## config.mk

```make
export PLATFORM = sky130hd
export DESIGN_NAME = sorted_list_engine
export DESIGN_NICKNAME = d
export VERILOG_FILES = /design/src/rtl/core/sle_pkg.sv /design/src/rtl/core/sorted_list_engine.sv /design/src/rtl/core/sle_cell.sv
export SDC_FILE = /design/constraint.sdc
export NUM_CORES = 2
export LEC_CHECK = 0
export BUFFER_PORTS_ARGS = -buffer_cell sky130_fd_sc_hd__buf_2
export CORE_MARGIN = 2
export CORE_UTILIZATION = 60
export CTS_BUF_LIST = sky130_fd_sc_hd__clkbuf_4 sky130_fd_sc_hd__clkbuf_8
export DETAILED_ROUTE_END_ITERATION = 10
export PLACE_DENSITY = 0.8
export SLEW_MARGIN = 40
export SYNTH_ARGS = -nofsm -noshare
export SYNTH_HDL_FRONTEND = slang
export SYNTH_SLANG_ARGS = --single-unit
```

## constraint.sdc

```tcl
create_clock -name clk -period 5.6 [get_ports clk]
set_input_delay 0.28 -clock clk [delete_from_list [all_inputs] [get_ports clk]]
set_output_delay 0.28 -clock clk [all_outputs]
set_load 0.03 [all_outputs]
```

## src/rtl/core/sle_pkg.sv

```systemverilog
// shared types and codes for the sorted list engine
package sle_pkg;

	localparam int VALUE_W = 32;
	localparam int CMD_W = 2;
	localparam int STATUS_W = 2;
	localparam int POS_W = 5;

	localparam logic [CMD_W-1:0] CMD_INSERT = 2'd0;
	localparam logic [CMD_W-1:0] CMD_DELETE = 2'd1;
	localparam logic [CMD_W-1:0] CMD_SEARCH = 2'd2;

	localparam logic [STATUS_W-1:0] STATUS_OK = 2'd0;
	localparam logic [STATUS_W-1:0] STATUS_MISS = 2'd1;
	localparam logic [STATUS_W-1:0] STATUS_FULL = 2'd2;

	// operation broadcast to every cell
	typedef struct packed {
		logic               ins;
		logic               del;
		logic [VALUE_W-1:0] value;
	} sle_op_t;

	// what a cell shows its neighbors
	typedef struct packed {
		logic               valid;
		logic               ge;
		logic [VALUE_W-1:0] data;
	} sle_link_t;

endpackage

```

## src/rtl/core/sorted_list_engine.sv

```systemverilog
// sorted list engine top level: command register, cell chain and result register
// latency: a result strobes on done once the start beat passes the command register and the result register
// throughput: one command per cycle; the cell chain compares combinationally and shifts its registers on that command
// busy stays low, the list update of one command lands before the next compares
// reset: arst_n empties the list and drops any command in flight, entries are not cleared
// the receiver cannot stall, each result beat is shown for one cycle
module sorted_list_engine #(
	parameter int DEPTH = 16
) (
	input  logic                                clk,
	input  logic                                arst_n,
	input  logic                                start,
	output logic                                busy,
	input  logic [sle_pkg::CMD_W-1:0]           cmd,
	input  logic signed [sle_pkg::VALUE_W-1:0]  value,
	output logic                                done,
	output logic [sle_pkg::STATUS_W-1:0]        status,
	output logic [sle_pkg::POS_W-1:0]           position
);

	localparam int PW = sle_pkg::POS_W;

	logic                        vld_s1;
	logic [sle_pkg::CMD_W-1:0]   cmd_s1;
	logic [sle_pkg::VALUE_W-1:0] value_s1;

	sle_pkg::sle_op_t   op;
	sle_pkg::sle_link_t link_w [DEPTH];
	logic [DEPTH-1:0]   hit_vec;
	logic [DEPTH-1:0]   valid_vec;
	logic               full;
	logic               found;
	logic [PW-1:0]      pos_hit;

	logic                         done_q;
	logic [sle_pkg::STATUS_W-1:0] status_q;
	logic [PW-1:0]                position_q;
	logic [sle_pkg::STATUS_W-1:0] status_d;
	logic [PW-1:0]                position_d;

	assign busy = 1'b0;

	always_ff @(posedge clk or negedge arst_n) begin
		if (!arst_n) begin
			vld_s1 <= 1'b0;
		end else begin
			vld_s1 <= start && !busy;
		end
	end

	always_ff @(posedge clk) begin
		if (start && !busy) begin
			cmd_s1 <= cmd;
			value_s1 <= value;
		end
	end

	assign full = valid_vec[DEPTH-1];
	assign found = |hit_vec;

	assign op.ins = vld_s1 && (cmd_s1 == sle_pkg::CMD_INSERT) && !full;
	assign op.del = vld_s1 && (cmd_s1 == sle_pkg::CMD_DELETE) && found;
	assign op.value = value_s1;

	for (genvar g = 0; g < DEPTH; g++) begin : g_cell
		sle_pkg::sle_link_t left_l;
		sle_pkg::sle_link_t right_l;

		if (g == 0) begin : g_head
			assign left_l = '{valid: 1'b1, ge: 1'b0, data: '0};
		end else begin : g_mid
			assign left_l = link_w[g-1];
		end

		if (g == DEPTH - 1) begin : g_tail
			assign right_l = '{valid: 1'b0, ge: 1'b0, data: '0};
		end else begin : g_next
			assign right_l = link_w[g+1];
		end

		sle_cell u_cell (
			.clk    (clk),
			.arst_n (arst_n),
			.op     (op),
			.left   (left_l),
			.right  (right_l),
			.link   (link_w[g]),
			.hit    (hit_vec[g])
		);

		assign valid_vec[g] = link_w[g].valid;
	end

	// one-hot hit to 1-based position, low bits kept
	always_comb begin
		pos_hit = '0;
		for (int i = 0; i < DEPTH; i++) begin
			if (hit_vec[i]) begin
				pos_hit = pos_hit | PW'(i + 1);
			end
		end
	end

	always_comb begin
		status_d = sle_pkg::STATUS_OK;
		position_d = '0;
		unique case (cmd_s1)
			sle_pkg::CMD_INSERT: begin
				if (full) begin
					status_d = sle_pkg::STATUS_FULL;
				end
			end
			sle_pkg::CMD_DELETE: begin
				if (!found) begin
					status_d = sle_pkg::STATUS_MISS;
				end
			end
			sle_pkg::CMD_SEARCH: begin
				if (found) begin
					position_d = pos_hit;
				end else begin
					status_d = sle_pkg::STATUS_MISS;
				end
			end
			default: begin
				status_d = sle_pkg::STATUS_OK;
			end
		endcase
	end

	always_ff @(posedge clk or negedge arst_n) begin
		if (!arst_n) begin
			done_q <= 1'b0;
		end else begin
			done_q <= vld_s1;
		end
	end

	always_ff @(posedge clk) begin
		if (vld_s1) begin
			status_q <= status_d;
			position_q <= position_d;
		end
	end

	assign done = done_q;
	assign status = status_q;
	assign position = position_q;

	// at most one cell claims the first match
	a_hit_onehot: assert property (@(posedge clk) disable iff (!arst_n)
		$onehot0(hit_vec))
		else $error("more than one cell claims the first match");

	// occupied cells stay packed from the head of the chain
	a_valid_packed: assert property (@(posedge clk) disable iff (!arst_n)
		((valid_vec + DEPTH'(1)) & valid_vec) == '0)
		else $error("occupied cells are not contiguous");

	// every command beat gives one result beat
	a_result_follows: assert property (@(posedge clk) disable iff (!arst_n)
		vld_s1 |=> done)
		else $error("command without result beat");

	// insert grows the list by one
	a_insert_grows: assert property (@(posedge clk) disable iff (!arst_n)
		op.ins |=> $countones(valid_vec) == $past($countones(valid_vec)) + 1)
		else $error("insert did not add one entry");

	// delete shrinks the list by one
	a_delete_shrinks: assert property (@(posedge clk) disable iff (!arst_n)
		op.del |=> $countones(valid_vec) + 1 == $past($countones(valid_vec)))
		else $error("delete did not remove one entry");

endmodule

```

## src/rtl/core/sle_cell.sv

```systemverilog
// one list slot: holds an entry, compares it and shifts with its neighbors
module sle_cell (
	input  logic               clk,
	input  logic               arst_n,
	input  sle_pkg::sle_op_t   op,
	input  sle_pkg::sle_link_t left,
	input  sle_pkg::sle_link_t right,
	output sle_pkg::sle_link_t link,
	output logic               hit
);

	logic                        valid_q;
	logic [sle_pkg::VALUE_W-1:0] data_q;
	logic                        ge;
	logic                        eq;

	assign ge = valid_q && ($signed(data_q) >= $signed(op.value));
	assign eq = valid_q && (data_q == op.value);
	// first entry not below the value, and equal to it
	assign hit = eq && !left.ge;

	assign link.valid = valid_q;
	assign link.ge = ge;
	assign link.data = data_q;

	always_ff @(posedge clk or negedge arst_n) begin
		if (!arst_n) begin
			valid_q <= 1'b0;
		end else if (op.ins) begin
			if (left.ge || ge || (!valid_q && left.valid)) begin
				valid_q <= 1'b1;
			end
		end else if (op.del && ge) begin
			valid_q <= right.valid;
		end
	end

	always_ff @(posedge clk) begin
		if (op.ins) begin
			if (left.ge) begin
				data_q <= left.data;
			end else if (ge || (!valid_q && left.valid)) begin
				data_q <= op.value;
			end
		end else if (op.del && ge) begin
			data_q <= right.data;
		end
	end

endmodule

```

After elaboration in Yosys (flattened, before gate mapping)
Cells that the tools add are included.

Input port bits: 37. Latch bits: 0. ROM bits: 0. Word-level logic and storage cells: 443. Memories kept: 0. Bits in writable memories: 0. Bits in registers: 571.

Multipliers: 0. Muxes and demuxes: 130. Equality and inequality tests: 49. Div/mod/pow operators: 0. Reduce and logical (&&, ||, !) cells: 210. Bitwise logic cells: 0. Shift operators: 0. $lt $le $gt $ge: 16. Add/sub/neg operators: 0.

Operators by type and width (number): two-way mux 32 bit (63); == test 32 bit (16); greater-or-equal comparator 32 bit (16); logical AND 1 bit (82); AND reduction 2 bit (32); two-way mux 1 bit (50); logical OR 1 bit (46); != test 3 x 1 -> 1 bit (second input constant) (14); two-way mux 4 bit (8); nonzero test 2 bit (16); zero test 1 bit (31); != test 2 x 1 -> 1 bit (second input constant) (15); OR reduction 16 bit (1); two-way mux 3 bit (4); two-way mux 2 bit (3); two-way mux 5 bit (1); case mux 2 bit (2 select lines) (1); != test 3 x 2 -> 1 bit (second input constant) (1); == test 2 x 1 -> 1 bit (second input constant) (1); == test 2 bit (second input constant) (1); zero test 2 bit (1); != test 2 bit (second input constant) (1); OR reduction 2 bit (1).

Depth between registers and ports, before layout
Depth after elaboration: 19. Mapped depth: 13. Depth with buffers taken out: 11.

Hierarchy
From an unflattened synthesis, not the netlist that was laid out.

Cells, all modules: 4393. Area, all modules: 42157.9 µm².

Modules (own cells, without submodules): sle_cell (cells each 270, area an instance 2541.2 µm², times used 16, seq. area each 985.9 µm²); sorted_list_engine (cells each 73, area an instance 1498.9 µm², times used 1, seq. area each 1281.2 µm²).

Worst setup path before layout
Ideal clock, no wire load.

Kind: reg2reg. Start point: register value_s1[31] (netlist bit). End point: register g_cell[15].u_cell.data_q[0] (netlist bit) (enable). Period minus slack after synthesis: 5.610 ns. Data arrival time: 5.144 ns. Slack: -0.010 ns. Cell stages (with the launch flop): 12. Setup time: 0.466 ns. Path buffers: 0. Data required time: 5.134 ns. Cells stage by stage: edfxtp_1 -> inv_1 -> ha_1 -> nand4_1 -> nor4_1 -> a221oi_1 -> o21ai_0 -> xnor2_1 -> a2111oi_2 -> a221o_1 -> o41ai_4 -> o21ai_0.

Word-level cells in the longest chain between the ends: 9. Elaborated cells between the ends (all ways): 101. Those cells by class: order compare: 16; eq/ne: 17; reduce/logical: 68.

Ends and longest elaborated chain: start, declared (line sorted_list_engine.sv:25) `logic [sle_pkg::VALUE_W-1:0] value_s1;`; start signal, assigned (line sorted_list_engine.sv:54) `value_s1 <= value;`; greater-or-equal comparator 32 bit (line sle_cell.sv:17) `assign ge = valid_q && ($signed(data_q) >= $signed(op.value));`; logical AND 1 bit (line sle_cell.sv:17); zero test 1 bit (line sle_cell.sv:20) `assign hit = eq && !left.ge;`; logical AND 1 bit (line sle_cell.sv:20); OR reduction 16 bit (line sorted_list_engine.sv:59) `assign found = |hit_vec;`; logical AND 1 bit (line sorted_list_engine.sv:62) `assign op.del = vld_s1 && (cmd_s1 == sle_pkg::CMD_DELETE) && found;`; logical AND 1 bit (line sle_cell.sv:45) `end else if (op.del && ge) begin`; nonzero test 2 bit (no line); AND reduction 2 bit (no line) (*); end signal, assigned (line sle_cell.sv:41) `data_q <= left.data;`; end signal, assigned (line sle_cell.sv:43) `data_q <= op.value;`; end signal, assigned (line sle_cell.sv:46) `data_q <= right.data;`; end, declared (line sle_cell.sv:13) `logic [sle_pkg::VALUE_W-1:0] data_q;`.

Mark *: on every way between the ends. The rest lies on a longest branch, timed or not. A chain may end at the register's enable or synchronous reset.

Worst setup path after layout
Start point: register value_s1[7] (netlist bit). End point: register g_cell[13].u_cell.data_q[25] (netlist bit) (enable).

Word-level cells in the longest chain between the ends: 9. Elaborated cells between the ends (all ways): 99. Those cells by class: order compare: 15; eq/ne: 17; reduce/logical: 67.

Ends and longest elaborated chain (line): greater-or-equal comparator 32 bit (sle_cell.sv:17); logical AND 1 bit (sle_cell.sv:17); zero test 1 bit (sle_cell.sv:20); logical AND 1 bit (sle_cell.sv:20); OR reduction 16 bit (sorted_list_engine.sv:59); logical AND 1 bit (sorted_list_engine.sv:62); logical AND 1 bit (sle_cell.sv:45); nonzero test 2 bit (no line); AND reduction 2 bit (no line) (*); end signal, assigned (sle_cell.sv:41); end signal, assigned (sle_cell.sv:43); end signal, assigned (sle_cell.sv:46); end, declared (sle_cell.sv:13).

Marked as above.

==> summary.md <==
| Metric | Value |
|---|---|
| Slowest-stage cell, CP | a2111oi_0 |
| Routed vias | 34.16k |
| 1st-iter DRT viols | 3850 |
| Die area | 0.06828 mm^2 |
| Final wirelength | 119800 um |
| PortBufs | 44 |
| Fraction of registers with async set/reset | 3.152% |
| Clock-pin slew on the worst setup and hold paths | 0.07 ns |
| Main flop type after synthesis | edfxtp_1 |
| Most common cell in the synthesized netlist | nand2_1 |
| DP Worst Slack | 0.5196 ns |
| Area grow syn2layout | 10.77% |
| Max_slew headroom | 41.26% |
| Routed len/inst | 23.00 um |
| I/O pin count | 46 |
| Tmin final | 5.284 ns |
| Multi-input logic area | 0.02170 mm^2 |
| First-pass GRT wire length | 183100 um |
| RSZ-0062 raised after global routing | no |
| FF/Latch Area | 0.01706 mm^2 |
| Placement Rows | 94 |
| Placed Instances | 4986 |
| HPWL Detailed | 87980 um |
| Initial DRT Pass Iterations | 7 |
| Status | complete, no violations |
| Placed Area | 0.04156 mm^2 |
| Vias per cell | 6.555 |
| Setup ws final | 0.3159 ns |
| EDFF count, synth | 553 |
| Final setup fails | 0 |
| Core ar. | 0.06563 mm^2 |
| Largest area contributor in the netlist | edfxtp_1 |
| Total GRT Usage | 34.65% |
| Congestion Overflow GR | 0 |
| Final Hold Viols | 0 |
| Layout Cells excl Fill | 5211 |
| Total power | 12.63 mW |
| Maximum number of buffers from clock root to sink | 3 |
| Period utilization | 94.36% |
| Crit-path cells | inv_1 > ha_1 > a21oi_1 > o21ai_0 > a2111oi_0 > buf_4 > a31oi_1 > nor4_1 > buf_4 > a2111o_1 > o41ai_4 > buf_12 > a22oi_2 > buf_12 |
| Fin Setup TNS | 0 ns |
| # fillers | 5169 |
| Post-cts hold buffer count | 35 |
| Syn_nets | 4724 |
| Total CTS buffers | 101 |
| Critical Path End Type | flip-flop |
| Critical Path Fanout Max | 32 |
| Crit path required time | 5.99 ns |
| Number of H-tree levels | 3 |
| Via count of the first global-routing pass | 32.94k |
| Slew Viols, Final | 0 |
| Post-synth cell types | 72 |
| Gpl congestion | 0.9626 |
| Sink Count | 571 |
| Post-CTS Setup Inserts | 0 |
| CP Class | flip-flop to flip-flop |
| Die H | 261.3 um |
| P per Cell Area | 287.0 mW/mm^2 |
| WP data arrival | 5.68 ns |
| Final #Nets | 4814 |
| Worst slew pin tran | 0.8752 ns |
| Worst min-delay path class | input pin to async pin |
| Synth cell count leaders | nand2_1, edfxtp_1, ha_1, o21ai_0, a21oi_1 |
| Fmax | 0.1892 GHz |
| Residual DRC count | 0 |
| Cell area after synthesis | 0.03972 mm^2 |
| Initial antenna violation count | 3 |
| Seq/Total Area, Yosys | 42.94% |
| Syn Inst Count | 4171 |
| Top post-synthesis cells by area | edfxtp_1, ha_1, nand2_1 |
| Post-synth top area share | 41.80% |
| Synth Register Bits | 571 |
| Ys Warns | 0 |
| VDD IR-drop max | 199.5 uV |
| Initial core utilization | 60.53% |
| Design area | 0.04400 mm^2 |
| Post-Route Skew | 0.03503 ns |
| Post-CTS Resized | 0 |
| Largest net degree at the start of global routing | 209 |
| Die extent in x | 261.3 um |
| Crit start category | flip-flop |
| Clock root cell | clkbuf_8 |
| CTS tree | built |
| Avg Inst Size Synth | 9.524 um^2 |
| Static Leakage | 18.67 nW |
| Number of max-cap violations | 0 |
| Fraction of layout cells with a size suffix above 1 | 9.160% |
| Post-DRT Antenna Nets | 0 |
| Clk_lat worst skew | 0.73 ns |
| Max incr delay on CP | 0.74 ns |
==> worst paths after layout <==
kind | end | depth (start not counted) | slack, ns | start
hold / removal | g_cell[8].u_cell.valid_q | 2 | 0.13 | arst_n
setup / recovery | g_cell[13].u_cell.data_q[25] | 14 | 0.32 | value_s1[7]
setup reg to reg | g_cell[13].u_cell.data_q[25] | 14 | 0.32 | value_s1[7]
hold reg to reg | g_cell[14].u_cell.data_q[31] | 2 | 0.56 | g_cell[15].u_cell.data_q[31]
max in group asynchronous | done | 2 | 4.99 | arst_n
min in group clk | vld_s1 | 2 | 0.17 | start
==> metrics by stage <==
stage	util [%]	hold WS, ns
5_1_grt	67.05	0.1440
3_3_place_gp	63.32	0.3170
3_5_place_dp	63.33	0.3154
2_1_floorplan	-	-0.01559
6_report	67.05	0.1347
4_1_cts	66.99	0.09223
==> worst max-delay path, delay by kind of cell (launching register included) <==
family          cells  cell delay [ns]
simple gates        1             0.54
flops               1             0.73
buf+inv             5             1.49
fa+ha+maj           1             0.47
compound gates      7             1.69
==> area by class of cell <==
cell class | count | share of cell area, %
multi-input cells | 3282 | 49.31
clock buffers | 137 | 3.901
inverters | 84 | 0.7166
repair buffers | 221 | 4.080
well taps | 864 | 2.457
diodes | 2 | 0.01137
clock inverters | 50 | 0.7621
flip-flops and latches | 571 | 38.76
==> cells in the final DEF (no fill, tap or decap), drive strengths merged, types with 19 or more instances in the layout <==
cell / instances
a211oi: 19
a21o: 39
a21oi: 401
a31oi: 75
buf: 185
clkbuf: 138
clkinv: 42
dlygate4sd3: 35
edfxtp: 553
ha: 516
inv: 85
mux2i: 258
nand2: 689
nand2b: 19
nand3: 56
nand4: 105
nor2: 325
nor3: 30
nor4: 38
o21ai: 508
==> per-layer routing <==
layer	global-route usage (%)	share of wire, %	vias up
met1	45.65	40	16170
met2	54.86	46	1808
li1	-	-	15770
met3	5.497	8.8	414
met4	19.33	5.9	2
met5	0	0.011	-
==> sequential cells by signal, indices dropped and copies added, names as in the netlist <==
name / count
done: 1
g_cell.u_cell.valid_q: 16
value_s1: 32
status: 2
g_cell.u_cell.data_q: 512
vld_s1: 1
position: 5
cmd_s1: 2
==> cell families after synthesis <==
logic type                 Yosys count  synth area share [%]
and+or+nand+nor                   1347                 14.85
buffers and inverters              318                 3.118
other                                1              0.009440
AOI/OAI and AO/OA                 1157                 16.25
xor gates and xnor gates             1               0.02205
adders and majority gates          516                 16.25
muxes                              260                 6.558
DFF                                571                 42.94
==> power by group <==
part           internal [mW]  switching [mW]  leakage [nW]  total (mW)
clock network           2.17            1.89          1.09        4.07
logic                   1.18            2.12          12.4        3.30
registers               5.02           0.238          5.22        5.26
(Power assumes the default switching activity.)
